`src/rtl/core/tai_pkg.sv`:
```
// ----------------------------------------------------------------------------
// tai_pkg: shared types and constants of the ascii trie block
// Sizes of the node table and link memory, memory request structs, fsm states.
// ----------------------------------------------------------------------------
package tai_pkg;

  // table sizing
  localparam int MAX_NODES = 1024;
  localparam int ALPHABET  = 128;
  localparam int NODE_W    = $clog2(MAX_NODES);
  localparam int USED_W    = $clog2(MAX_NODES + 1);
  localparam int CH_W      = $clog2(ALPHABET);
  localparam int SLOT_W    = NODE_W + CH_W;
  localparam int LINK_DEPTH = MAX_NODES * (2 ** CH_W);

  // key and value widths
  localparam int CHAR_W  = 8;
  localparam int VALUE_W = 32;

  // one node table entry: slot of the edge that created it, and its value
  typedef struct packed {
    logic [SLOT_W-1:0]  parent;
    logic [VALUE_W-1:0] value;
  } node_ent_t;

  // request to the link memory
  typedef struct packed {
    logic              we;
    logic              re;
    logic [SLOT_W-1:0] addr;
    logic [NODE_W-1:0] wdata;
  } link_req_t;

  // request to the node memory
  typedef struct packed {
    logic              we;
    logic              re;
    logic [NODE_W-1:0] addr;
    node_ent_t         wdata;
  } node_req_t;

  // sequencer states
  typedef enum logic [2:0] {
    ST_IDLE,
    ST_LINK,
    ST_CHECK,
    ST_TERM,
    ST_FAIL
  } state_e;

endpackage

```
`src/rtl/core/tai_ctrl.sv`:
```
// ----------------------------------------------------------------------------
// tai_ctrl: trie walk sequencer
// Reads links, checks them against the node back pointer, allocates nodes,
// stores or fetches values at the terminator and holds the output word.
// ----------------------------------------------------------------------------
module tai_ctrl (
  input  logic                          clk_i,
  input  logic                          rst_ni,
  // input word
  input  logic                          in_valid_i,
  output logic                          in_ready_o,
  input  logic                          func_i,
  input  logic [tai_pkg::CHAR_W-1:0]    character_i,
  input  logic [tai_pkg::VALUE_W-1:0]   stored_value_i,
  // output word
  output logic                          out_valid_o,
  input  logic                          out_ready_i,
  output logic                          insert_ok_o,
  output logic [tai_pkg::VALUE_W-1:0]   found_value_o,
  // memories
  output tai_pkg::link_req_t            link_req_o,
  input  logic [tai_pkg::NODE_W-1:0]    link_rdata_i,
  output tai_pkg::node_req_t            node_req_o,
  input  tai_pkg::node_ent_t            node_rdata_i
);

  tai_pkg::state_e state_q, state_d;

  logic [tai_pkg::NODE_W-1:0]  cursor_q, cursor_d;
  logic [tai_pkg::USED_W-1:0]  used_q, used_d;
  logic                        failed_q, failed_d;
  logic                        root_set_q, root_set_d;
  logic                        func_q, func_d;
  logic [tai_pkg::VALUE_W-1:0] val_q, val_d;
  logic [tai_pkg::SLOT_W-1:0]  slot_q, slot_d;
  logic                        out_valid_q, out_valid_d;
  logic                        out_ok_q, out_ok_d;
  logic [tai_pkg::VALUE_W-1:0] out_val_q, out_val_d;

  logic accept;
  logic is_term;
  logic out_of_alpha;
  logic link_cand;
  logic parent_match;
  logic out_free;
  logic can_alloc;

  // shared decode
  assign in_ready_o   = (state_q == tai_pkg::ST_IDLE);
  assign accept       = in_valid_i && in_ready_o;
  assign is_term      = (character_i == '0);
  assign out_of_alpha = ({1'b0, character_i} >= (tai_pkg::CHAR_W + 1)'(tai_pkg::ALPHABET));
  assign link_cand    = (link_rdata_i != '0) &&
                        ({1'b0, link_rdata_i} < used_q);
  assign parent_match = (node_rdata_i.parent == slot_q);
  assign out_free     = !out_valid_q || out_ready_i;
  assign can_alloc    = func_q && (used_q < tai_pkg::USED_W'(tai_pkg::MAX_NODES));

  // next state
  always_comb begin
    state_d = state_q;
    unique case (state_q)
      tai_pkg::ST_IDLE: begin
        if (accept) begin
          if (is_term) begin
            state_d = failed_q ? tai_pkg::ST_FAIL : tai_pkg::ST_TERM;
          end else if (!failed_q && !out_of_alpha) begin
            state_d = tai_pkg::ST_LINK;
          end
        end
      end
      tai_pkg::ST_LINK: begin
        state_d = link_cand ? tai_pkg::ST_CHECK : tai_pkg::ST_IDLE;
      end
      tai_pkg::ST_CHECK: begin
        state_d = tai_pkg::ST_IDLE;
      end
      tai_pkg::ST_TERM, tai_pkg::ST_FAIL: begin
        if (out_free) begin
          state_d = tai_pkg::ST_IDLE;
        end
      end
      default: state_d = tai_pkg::ST_IDLE;
    endcase
  end

  // datapath and memory requests
  always_comb begin
    logic miss;
    logic load;
    miss        = 1'b0;
    load        = 1'b0;
    cursor_d    = cursor_q;
    used_d      = used_q;
    failed_d    = failed_q;
    root_set_d  = root_set_q;
    func_d      = func_q;
    val_d       = val_q;
    slot_d      = slot_q;
    out_ok_d    = out_ok_q;
    out_val_d   = out_val_q;
    link_req_o  = '0;
    node_req_o  = '0;

    unique case (state_q)
      tai_pkg::ST_IDLE: begin
        if (accept) begin
          func_d = func_i;
          val_d  = stored_value_i;
          if (is_term) begin
            if (!failed_q) begin
              node_req_o.re   = 1'b1;
              node_req_o.addr = cursor_q;
            end
          end else if (!failed_q) begin
            if (out_of_alpha) begin
              failed_d = 1'b1;
            end else begin
              slot_d          = {cursor_q, character_i[tai_pkg::CH_W-1:0]};
              link_req_o.re   = 1'b1;
              link_req_o.addr = {cursor_q, character_i[tai_pkg::CH_W-1:0]};
            end
          end
        end
      end
      tai_pkg::ST_LINK: begin
        // a stale link is rejected by the node fill count here or by its node's back pointer
        if (link_cand) begin
          node_req_o.re   = 1'b1;
          node_req_o.addr = link_rdata_i;
        end else begin
          miss = 1'b1;
        end
      end
      tai_pkg::ST_CHECK: begin
        if (parent_match) begin
          cursor_d = link_rdata_i;
        end else begin
          miss = 1'b1;
        end
      end
      tai_pkg::ST_TERM: begin
        if (out_free) begin
          load = 1'b1;
          if (func_q) begin
            node_req_o.we           = 1'b1;
            node_req_o.addr         = cursor_q;
            node_req_o.wdata.parent = node_rdata_i.parent;
            node_req_o.wdata.value  = val_q;
            if (cursor_q == '0) begin
              root_set_d = 1'b1;
            end
            out_ok_d  = 1'b1;
            out_val_d = '0;
          end else begin
            out_ok_d  = 1'b0;
            // root value reads as zero until first stored
            out_val_d = ((cursor_q == '0) && !root_set_q) ? '0 : node_rdata_i.value;
          end
          cursor_d = '0;
          failed_d = 1'b0;
        end
      end
      tai_pkg::ST_FAIL: begin
        if (out_free) begin
          load      = 1'b1;
          out_ok_d  = 1'b0;
          out_val_d = '0;
          cursor_d  = '0;
          failed_d  = 1'b0;
        end
      end
      default: ;
    endcase

    // missing edge: allocate a fresh node or fail the key
    if (miss) begin
      if (can_alloc) begin
        link_req_o.we           = 1'b1;
        link_req_o.addr         = slot_q;
        link_req_o.wdata        = used_q[tai_pkg::NODE_W-1:0];
        node_req_o.we           = 1'b1;
        node_req_o.addr         = used_q[tai_pkg::NODE_W-1:0];
        node_req_o.wdata.parent = slot_q;
        node_req_o.wdata.value  = '0;
        cursor_d                = used_q[tai_pkg::NODE_W-1:0];
        used_d                  = used_q + 1'b1;
      end else begin
        failed_d = 1'b1;
      end
    end

    out_valid_d = load || (out_valid_q && !out_ready_i);
  end

  // control registers
  always_ff @(posedge clk_i or negedge rst_ni) begin
    if (!rst_ni) begin
      state_q     <= tai_pkg::ST_IDLE;
      cursor_q    <= '0;
      used_q      <= tai_pkg::USED_W'(1);
      failed_q    <= 1'b0;
      root_set_q  <= 1'b0;
      out_valid_q <= 1'b0;
    end else begin
      state_q     <= state_d;
      cursor_q    <= cursor_d;
      used_q      <= used_d;
      failed_q    <= failed_d;
      root_set_q  <= root_set_d;
      out_valid_q <= out_valid_d;
    end
  end

  // payload registers
  always_ff @(posedge clk_i) begin
    func_q    <= func_d;
    val_q     <= val_d;
    slot_q    <= slot_d;
    out_ok_q  <= out_ok_d;
    out_val_q <= out_val_d;
  end

  assign out_valid_o   = out_valid_q;
  assign insert_ok_o   = out_ok_q;
  assign found_value_o = out_val_q;

endmodule

```
`config.mk`:
```
export PLATFORM = sky130hd
export DESIGN_NAME = tai_ctrl
export DESIGN_NICKNAME = d
export VERILOG_FILES = /design/src/rtl/core/tai_pkg.sv /design/src/rtl/core/tai_ctrl.sv
export SDC_FILE = /design/constraint.sdc
export NUM_CORES = 1
export LEC_CHECK = 0
export BUFFER_PORTS_ARGS = -buffer_cell sky130_fd_sc_hd__buf_2
export CAP_MARGIN = 10
export CORE_ASPECT_RATIO = 1.75
export CORE_UTILIZATION = 25
export DETAILED_ROUTE_END_ITERATION = 8
export GPL_ROUTABILITY_DRIVEN = 0
export PLACE_DENSITY = 0.59
export REMOVE_ABC_BUFFERS = 1
export SYNTH_ARGS = -nofsm -noshare
export SYNTH_HDL_FRONTEND = slang
export SYNTH_SLANG_ARGS = --single-unit
```
`constraint.sdc`:
```
create_clock -name clk_i -period 4.7 [get_ports clk_i]
set_input_delay 1.41 -clock clk_i [delete_from_list [all_inputs] [get_ports clk_i]]
set_output_delay 1.41 -clock clk_i [all_outputs]
set_load 0.005 [all_outputs]
```
==> results.sh, run 1 <==
export IMPL_startpoint_type="primary input"
export IMPL_crit_chain="buf_8 -> ha_4 -> a21o_1 -> a21oi_2 -> o21ai_2 -> a22o_1 -> o21a_4 -> buf_12 -> a221o_1 -> buf_2"
export IMPL_antenna_found_initial=2
export IMPL_synth_area_leaders="edfxtp_1 (46%), dfrtp_1 (12%), and2_1 (9.7%)"
export IMPL_start_util_pct=25.67
export IMPL_synth_edff_count=83
export IMPL_status="completed"
export IMPL_synth_warnings=0
export IMPL_worst_ir_drop_vdd_mv=0.1366
export IMPL_async_flop_share_pct=24.55
export IMPL_die_w_microns=113.3
export IMPL_dieHeight_microns=196.7
export IMPL_rsz0062_at_grt="yes"
export IMPL_reg2regPathDepth=4
export IMPL_p_leak_nw=3.402
export IMPL_final_nets=794
export IMPL_clk_pin_slew_ps=70
export IMPL_grt_pass1_vias=4418
export IMPL_setup_ws_ps=31.95
export IMPL_clock_skew_ps=9.035
export IMPL_pin_count=229
export IMPL_critPathLaunch="link_rdata_i[8]"
export IMPL_final_util_pct=36.09
export IMPL_grt_use_total_pct=15.22
export IMPL_fin_tns_setup_ps=0
export IMPL_cpMaxStageDelayCell="a221o_1"
export IMPL_r2r_slack_ps=2150
export IMPL_clock_path_buffers=2
export IMPL_max_stage_delay_ps=290
export IMPL_synth_seq_cells=110
export IMPL_rows=70
export IMPL_cts_made_buffers=9
export IMPL_mostFrequentLayoutCell="buf_2"
export IMPL_syn_to_final_growth_pct=40.62
export IMPL_grt_pass1_wl_microns=24940
export IMPL_grt_overflow=0
export IMPL_synthCells=427
export IMPL_fin_crit_sh_pct=99.32
export IMPL_drive_gt1_share_pct=45.11
export IMPL_end_kind="primary output"
export IMPL_wl_per_cell_microns=17.49
export IMPL_viasPerCell=4.549
export IMPL_preCtsSetupSlack_ps=-194.9
export IMPL_grt_start_max_net_pins=52
export IMPL_cts_tree="done"
export IMPL_synth_cell_types=41
export IMPL_h_tree_depth=3
export IMPL_yosysTopAreaCellShare_pct=46.00
export IMPL_clock_fmax_ghz=0.2142
export IMPL_crit_arrival_ps=3260
export IMPL_hold_slack_ps=485.0
export IMPL_min_period_ps=4668
export IMPL_drtIter0Drc=202
export IMPL_die_area_sq_um=22290
export IMPL_drcViolationCount=0
export IMPL_core_area_sq_um=21110
export IMPL_synth_top_cell_by_area="edfxtp_1"
export IMPL_cp_required_ps=3290
export IMPL_cts_sinks=110
export IMPL_portBuffers=228
export IMPL_ant_nets=0
export IMPL_ys_flop_type="edfxtp_1"
export IMPL_rr_endpoint="found_value_o[11]"
export IMPL_dr_pass1_iters=4
export IMPL_setup_viol=0
export IMPL_layout_common_cells="buf_2 (222), edfxtp_1 (83), and2_1 (80)"
export IMPL_path_max_fanout=16
export IMPL_clockRootBuffer="clkbuf_16"
export IMPL_vias=4431
export IMPL_yosysSeqAreaShare_pct=58.50
export IMPL_hold_depth=1
export IMPL_cap_violations=0
export IMPL_reg2reg_from="state_q[1]"
export IMPL_fillCellCount=2154
export IMPL_syn_area_sq_um=5418
export IMPL_hold_viol=0
export IMPL_fin_cells=974
export IMPL_crit_type="primary input to primary output"
export IMPL_powerDensity_nw_per_um2=256.6
export IMPL_wirelength_microns=17030
export IMPL_dp_final_hpwl_microns=12770
export IMPL_holdCritPathClass="flip-flop to flip-flop"
export IMPL_crit_end="node_req_o[55]"
export IMPL_worstMarginPinSlew_ps=1206
export IMPL_worstSkewPairLatency_ps=350
export IMPL_slew_headroom_pct=18.78
export IMPL_syn_area_per_cell_sq_um=12.69
export IMPL_dp_cells=952
export IMPL_finalMaxSlewViolations=0
power breakdown:
group	switching [mW]	leakage, nW	internal [mW]
Clock	0.352	0.120	0.361
Combinational	0.0758	2.18	0.0758
Sequential	0.0174	1.10	1.07
cells by family (layout without fill, tap and decap cells):
logic type | count (synthesis) | after routing | share of synthesized area [%]
buf+inv | 36 | 294 | 3.049
compound gates | 74 | 74 | 11.20
fa+ha+maj | 10 | 10 | 2.309
simple gates | 150 | 150 | 16.81
xor+xnor | 26 | 26 | 4.203
other cells | 0 | 1 | 0
flops | 110 | 110 | 58.50
mux | 21 | 21 | 3.926
sequential cells by signal (all words and copies together) (netlist names):
register and flops:
found_value_o 32, val_q 32, slot_q 17, used_q 11, cursor_q 10, state_q 3
failed_q 1, func_q 1, insert_ok_o 1, out_valid_o 1, root_set_q 1
cell type report:
type	instances	area [sq um]	share of cell area, %
timing repair buffer	265	1493	19.59
antenna	1	2.502	0.03285
clock buffer	11	232.7	3.055
multi-input combinational	281	2277	29.89
tap	288	360.3	4.730
clock inverter	5	35.03	0.4598
sequential	110	3169	41.60
inverter	13	48.80	0.6405
critical path, delay by kind of cell:
family,cells,cell delay [ps]
AOI/OAI and AO/OA,6,1200
adders and majority gates,1,230
buffers and inverters,3,390
synthesized netlist by cell type, types with 9 or more instances:
cell type / instances
a221o_1: 10
a22o_1: 35
and2_1: 84
clkbuf_1: 14
dfrtp_1: 26
edfxtp_1: 83
ha_1: 10
inv_1: 13
mux2i_1: 19
nor2b_1: 12
o211ai_1: 9
xnor2_1: 22
metal layers:
metal  track usage (%)  routed length, microns  up-vias
li1                  -                       -     2078
met1             15.91                    6137     2152
met2             28.08                    9428      164
met3             3.383                     898       33
met4             7.895                     549        4
met5                 0                      20        -
worst min-delay path by stage:
stage                     startpoint          to  slack (ps)
after detailed placement  root_set_q  root_set_q         470
after CTS                 root_set_q  root_set_q         480
after global routing      root_set_q  root_set_q         510
after floorplan           root_set_q  root_set_q         440
after global placement    root_set_q  root_set_q         450
final                     root_set_q  root_set_q         480
through the flow:
stage | total power [mW] | cell area [sq um]
3_5_place_dp | 1.246 | 7069
5_1_grt | 2.034 | 7616
2_1_floorplan | 1.154 | 5301
3_3_place_gp | 1.243 | 7069
4_1_cts | 1.975 | 7472
6_report | 1.955 | 7619
repair_timing:
| action | in CTS | in global routing |
|---|---|---|
| pin swaps | 4 | 11 |
| setup buffers | 3 | 1 |
| gates resized for setup | 15 | 27 |
| hold buffers | 0 | 0 |
| endpoints found under the setup margin | 55 | 49 |
| endpoints found under the hold margin | 0 | 0 |
| cloned | 1 | 0 |
Note: power is estimated with default switching activity, not from simulation.
==> inputs of run 2 (changes only) <==
==> constraint.sdc (replaced) <==
create_clock -name clk_i -period 4.7 [get_ports clk_i]
set_input_delay 1.41 -clock clk_i [delete_from_list [all_inputs] [get_ports clk_i]]
set_output_delay 1.41 -clock clk_i [all_outputs]
set_load 0.01 [all_outputs]
==> run 2 against run 1 <==
Non-clock buffer count is 5 higher. Sequential power hardly changed. Sequential share of layout area is 0.44 points lower. Clock skew is 3.7 ps higher. Via count is 0.84% lower. Routed wire length is 2.1% lower. Hold slack worse by 5.1 ps.
==> results.sh, run 2 (synthesis gave the netlist of run 1 again) <==
export IMPL_end_kind="primary output"
export IMPL_die_w_microns=113.3
export IMPL_clock_fmax_ghz=0.2134
export IMPL_worst_ir_drop_vdd_mv=0.1349
export IMPL_ant_nets=0
export IMPL_die_area_sq_um=22290
export IMPL_path_max_fanout=5
export IMPL_pin_count=229
export IMPL_crit_arrival_ps=3280
export IMPL_cts_tree="done"
export IMPL_p_leak_nw=3.444
export IMPL_status="completed"
export IMPL_rsz0062_at_grt="yes"
export IMPL_finalMaxSlewViolations=0
export IMPL_drive_gt1_share_pct=45.22
export IMPL_grt_pass1_wl_microns=24650
export IMPL_wl_per_cell_microns=17.01
export IMPL_clk_pin_slew_ps=70
export IMPL_grt_start_max_net_pins=52
export IMPL_cts_sinks=110
export IMPL_core_area_sq_um=21110
export IMPL_min_period_ps=4686
export IMPL_cap_violations=0
export IMPL_syn_to_final_growth_pct=42.12
export IMPL_grt_overflow=0
export IMPL_finalPower_mw=1.978
export IMPL_hold_slack_ps=479.9
export IMPL_vias=4394
export IMPL_portBuffers=228
export IMPL_worstSkewPairLatency_ps=360
export IMPL_hold_viol=0
export IMPL_crit_type="primary input to primary output"
export IMPL_grt_use_total_pct=15.05
export IMPL_dieHeight_microns=196.7
export IMPL_antenna_found_initial=4
export IMPL_drcViolationCount=0
export IMPL_h_tree_depth=3
export IMPL_clock_skew_ps=12.74
export IMPL_preCtsSetupSlack_ps=-215.7
export IMPL_grt_pass1_vias=4353
export IMPL_worstMarginPinSlew_ps=1152
export IMPL_cp_required_ps=3290
export IMPL_setup_ws_ps=14.44
export IMPL_slew_headroom_pct=22.38
export IMPL_fillCellCount=2106
export IMPL_cts_hold_buf=0
export IMPL_drtIter0Drc=196
export IMPL_clockRootBuffer="clkbuf_16"
export IMPL_r2r_slack_ps=2130
export IMPL_dp_cells=953
export IMPL_powerDensity_nw_per_um2=256.8
export IMPL_wirelength_microns=16670
export IMPL_final_nets=800
export IMPL_rows=70
export IMPL_dp_final_hpwl_microns=12610
export IMPL_mostFrequentLayoutCell="buf_2"
export IMPL_clock_path_buffers=2
export IMPL_viasPerCell=4.484
export IMPL_layout_common_cells="buf_2 (223), and2_1 (84), edfxtp_1 (83)"
export IMPL_holdCritPathClass="flip-flop to flip-flop"
export IMPL_dr_pass1_iters=4
export IMPL_fin_cells=980
export IMPL_setup_viol=0
export IMPL_start_util_pct=25.67
export IMPL_fin_crit_sh_pct=99.69
export IMPL_cts_made_buffers=9
export IMPL_fin_tns_setup_ps=0
export IMPL_startpoint_type="primary input"
-- run 2: critical path, stage by stage --
cell and delay, ps:
buf_8 100, ha_4 230, a21o_1 160, a21oi_2 180
o21ai_1 80, a22o_1 250, o21a_4 270, clkbuf_16 170
a221o_1 270, buf_2 140
-- run 2: power breakdown --
part	total [mW]	internal, mW	leakage, nW	switching (mW)
registers	1.09	1.07	1.10	0.0198
clock network	0.734	0.366	0.131	0.367
logic	0.151	0.0768	2.21	0.0745
-- run 2: repair_timing --
item	CTS	global route
gates cloned	1	3
buffers inserted	2	5
gates resized for setup	19	19
endpoints found under the setup margin	55	50
pin swaps	5	13
-- run 2: path summary, 6_finish.rpt --
kind | start | to | depth (start not counted)
setup reg to reg | slot_q[5] | cursor_q[0] | 8
setup / recovery | link_rdata_i[8] | node_req_o[53] | 10
hold / removal | root_set_q | root_set_q | 1
hold reg to reg | root_set_q | root_set_q | 1
max in group asynchronous | rst_ni | cursor_q[4] | 1
min in group asynchronous | rst_ni | cursor_q[8] | 1
-- run 2: layout make-up --
cell class / count / area, sq um / share of cell area (%)
Inverter: 13 / 48.80 / 0.6337
Clock buffer: 9 / 225.2 / 2.925
Antenna cell: 2 / 5.005 / 0.06500
Multi-Input combinational cell: 282 / 2268 / 29.46
Sequential cell: 110 / 3169 / 41.16
Tap cell: 288 / 360.3 / 4.680
Timing Repair Buffer: 270 / 1570 / 20.39
Clock inverter: 6 / 52.55 / 0.6825
-- run 2: per-stage QoR --
step                      area, sq um  util [%]
after global routing             7700     36.48
after detailed placement         7077     33.53
final                            7700     36.48
after floorplan                  5301         -
after CTS                        7503     35.55
after global placement           7077     33.53
-- run 2: per-layer routing --
layer	wire length, microns	track usage, %
met1	6317	16.10
met2	9089	27.58
met3	744	3.260
met4	499	7.456
met5	22	0
==> inputs of run 3 (changes only) <==
--- a/config.mk
+++ b/config.mk
@@ -5,13 +5,14 @@
 export SDC_FILE = /design/constraint.sdc
 export NUM_CORES = 1
 export LEC_CHECK = 0
+export ABC_AREA = 1
 export BUFFER_PORTS_ARGS = -buffer_cell sky130_fd_sc_hd__buf_2
 export CAP_MARGIN = 10
 export CORE_ASPECT_RATIO = 1.75
 export CORE_UTILIZATION = 25
 export DETAILED_ROUTE_END_ITERATION = 8
 export GPL_ROUTABILITY_DRIVEN = 0
-export PLACE_DENSITY = 0.59
+export PLACE_DENSITY = 0.58
 export REMOVE_ABC_BUFFERS = 1
 export SYNTH_ARGS = -nofsm -noshare
 export SYNTH_HDL_FRONTEND = slang
==> run 3 against run 2 <==
Synthesized area rose by 7.5%. Highest routed layer is now met4. Critical endpoint unchanged. Register-to-register slack improved by 210 ps. Sequential share of layout area fell by 0.79 points.
==> results.sh, run 3 <==
export IMPL_antenna_found_initial=0
export IMPL_finalMaxSlewViolations=0
export IMPL_clockRootBuffer="clkbuf_16"
export IMPL_setup_viol=0
export IMPL_worstMarginPinSlew_ps=988.1
export IMPL_dp_final_hpwl_microns=14020
export IMPL_dr_pass1_iters=5
export IMPL_grt_use_total_pct=14.99
export IMPL_h_tree_depth=3
export IMPL_fin_cells=1251
export IMPL_wl_per_cell_microns=14.42
export IMPL_finalPower_mw=1.984
export IMPL_grt_overflow=0
export IMPL_final_nets=1060
export IMPL_cts_tree="done"
export IMPL_synth_top_cell_by_area="edfxtp_1"
export IMPL_syn_area_sq_um=5826
export IMPL_dp_cells=1233
export IMPL_grt_pass1_vias=5182
export IMPL_cp_required_ps=3290
export IMPL_status="completed"
export IMPL_drtIter0Drc=221
export IMPL_clk_pin_slew_ps=70
export IMPL_synthCells=699
export IMPL_syn_area_per_cell_sq_um=8.334
export IMPL_drcViolationCount=0
export IMPL_hold_slack_ps=452.2
export IMPL_wirelength_microns=18030
export IMPL_path_max_fanout=8
export IMPL_worstSkewPairLatency_ps=360
export IMPL_rows=73
export IMPL_clock_path_buffers=2
export IMPL_yosysTopAreaCellShare_pct=42.78
export IMPL_die_area_sq_um=23940
export IMPL_final_seq_area_sq_um=3169
export IMPL_layout_common_cells="buf_2 (228), nand2_1 (171), inv_1 (135)"
export IMPL_dieHeight_microns=203.9
export IMPL_synth_cell_types=29
export IMPL_grt_start_max_net_pins=35
export IMPL_start_util_pct=25.51
export IMPL_cts_made_buffers=9
export IMPL_fin_crit_sh_pct=96.87
export IMPL_slew_headroom_pct=33.97
export IMPL_vias=5348
export IMPL_synth_seq_cells=110
export IMPL_synth_area_leaders="edfxtp_1 (43%), dfrtp_1 (11%), nand2_1 (11%)"
export IMPL_synth_edff_count=83
export IMPL_cap_violations=0
export IMPL_yosysSeqAreaShare_pct=54.40
export IMPL_min_period_ps=4553
export IMPL_p_leak_nw=4.205
export IMPL_synth_warnings=0
export IMPL_fin_tns_setup_ps=0
export IMPL_crit_arrival_ps=3140
export IMPL_fillCellCount=2459
export IMPL_ys_flop_type="edfxtp_1"
export IMPL_viasPerCell=4.275
export IMPL_setup_ws_ps=147.2
export IMPL_pin_count=229
export IMPL_multiInputGateArea_sq_um=2014
export IMPL_startpoint_type="primary input"
export IMPL_yosysMostFrequentCell="nand2_1"
export IMPL_powerDensity_nw_per_um2=252.8
export IMPL_portBuffers=228
export IMPL_synth_common_cells="nand2_1 (172), inv_1 (135), nor2_1 (93)"
export IMPL_core_area_sq_um=22830
export IMPL_async_flop_share_pct=24.55
export IMPL_worst_ir_drop_vdd_mv=0.1414
export IMPL_cts_sinks=110
export IMPL_clock_fmax_ghz=0.2196
export IMPL_rsz0062_at_grt="no"
export IMPL_end_kind="primary output"
export IMPL_clock_skew_ps=10.94
export IMPL_holdCritPathClass="flip-flop to flip-flop"
export IMPL_ant_nets=0
export IMPL_crit_type="primary input to primary output"
export IMPL_grt_pass1_wl_microns=27240
export IMPL_preCtsSetupSlack_ps=49.54
export IMPL_mostFrequentLayoutCell="buf_2"
export IMPL_drive_gt1_share_pct=31.47
export IMPL_syn_to_final_growth_pct=34.75
export IMPL_die_w_microns=117.4
export IMPL_hold_viol=0
## run 3: cell types whose count changed after synthesis, sizes merged, moves of 19 or more
cell and delta:
mux2i -19, a22o -35, and2 -84, nand2 +165, o21ai +39, inv +133
nor2 +87, nand3 +37
## run 3: power by group
part / internal [mW] / switching, mW / leakage, nW
Sequential: 1.06 / 0.00387 / 1.12
Combinational: 0.0511 / 0.0635 / 2.94
Clock: 0.421 / 0.383 / 0.148
Total: 1.53 / 0.450 / 4.21
## run 3: metrics by stage
| stage | util, % | cell area, sq um |
|---|---|---|
| 2_1_floorplan | - | 5697 |
| 3_3_place_gp | 32.83 | 7496 |
| 3_5_place_dp | 32.83 | 7496 |
| 4_1_cts | 34.15 | 7797 |
| 5_1_grt | 34.37 | 7848 |
| 6_report | 34.38 | 7850 |
## run 3: path summary, 6_finish.rpt
check / from / endpoint / slack [ps] / cells after the start
max reg2reg: used_q[6] / used_q[2] / 2340 / 13
max in group asynchronous: rst_ni / cursor_q[5] / 3170 / 1
min in group asynchronous: rst_ni / used_q[3] / 1080 / 1
min: root_set_q / root_set_q / 450 / 2
max: link_rdata_i[8] / node_req_o[53] / 150 / 13
min reg2reg: root_set_q / root_set_q / 450 / 2
## run 3: logic make-up (layout without fill, tap and decap cells)
family	count (synthesis)	in the layout	synth area share, %
buffers and inverters	170	421	11.62
other	0	1	0
DFF	110	110	54.40
AOI/OAI and AO/OA	60	60	5.670
adders and majority gates	10	10	2.148
xor gates and xnor gates	18	18	2.706
and+or+nand+nor	331	331	23.45
## run 3: layout make-up
class	count	share of cell area [%]
inverter	146	6.981
tap	300	4.782
antenna	1	0.03188
timing repair buffer	260	18.33
sequential	110	40.37
multi-input combinational	419	25.66
clock buffer	9	2.869
clock inverter	6	0.9723
## run 3: per-layer routing
| metal | part of all wire [%] | wire length (microns) | track usage [%] | vias up |
|---|---|---|---|---|
| met4 | 4.1 | 745 | 9.416 | 0 |
| met2 | 54 | 9783 | 27.75 | 155 |
| met3 | 4.5 | 816 | 2.679 | 42 |
| li1 | - | - | - | 2687 |
| met5 | 0 | 0 | 0 | - |
| met1 | 37 | 6688 | 15.52 | 2464 |
## run 3: worst max-delay path, stage by stage
cell and delay, ps:
buf_2 120, ha_1 310, a21oi_1 130, o21ai_1 90
nor2_2 150, nand3_1 110, nand2_1 80, nand2_1 90
buf_6 170, buf_12 140, nand3_1 110, nand2_1 80
buf_2 140
## run 3: repair_timing
item | CTS | global route
gates resized for setup | 0 | 11
buffers inserted | 0 | 2
endpoints found under the setup margin | 0 | 51
hold buffers | 0 | 0
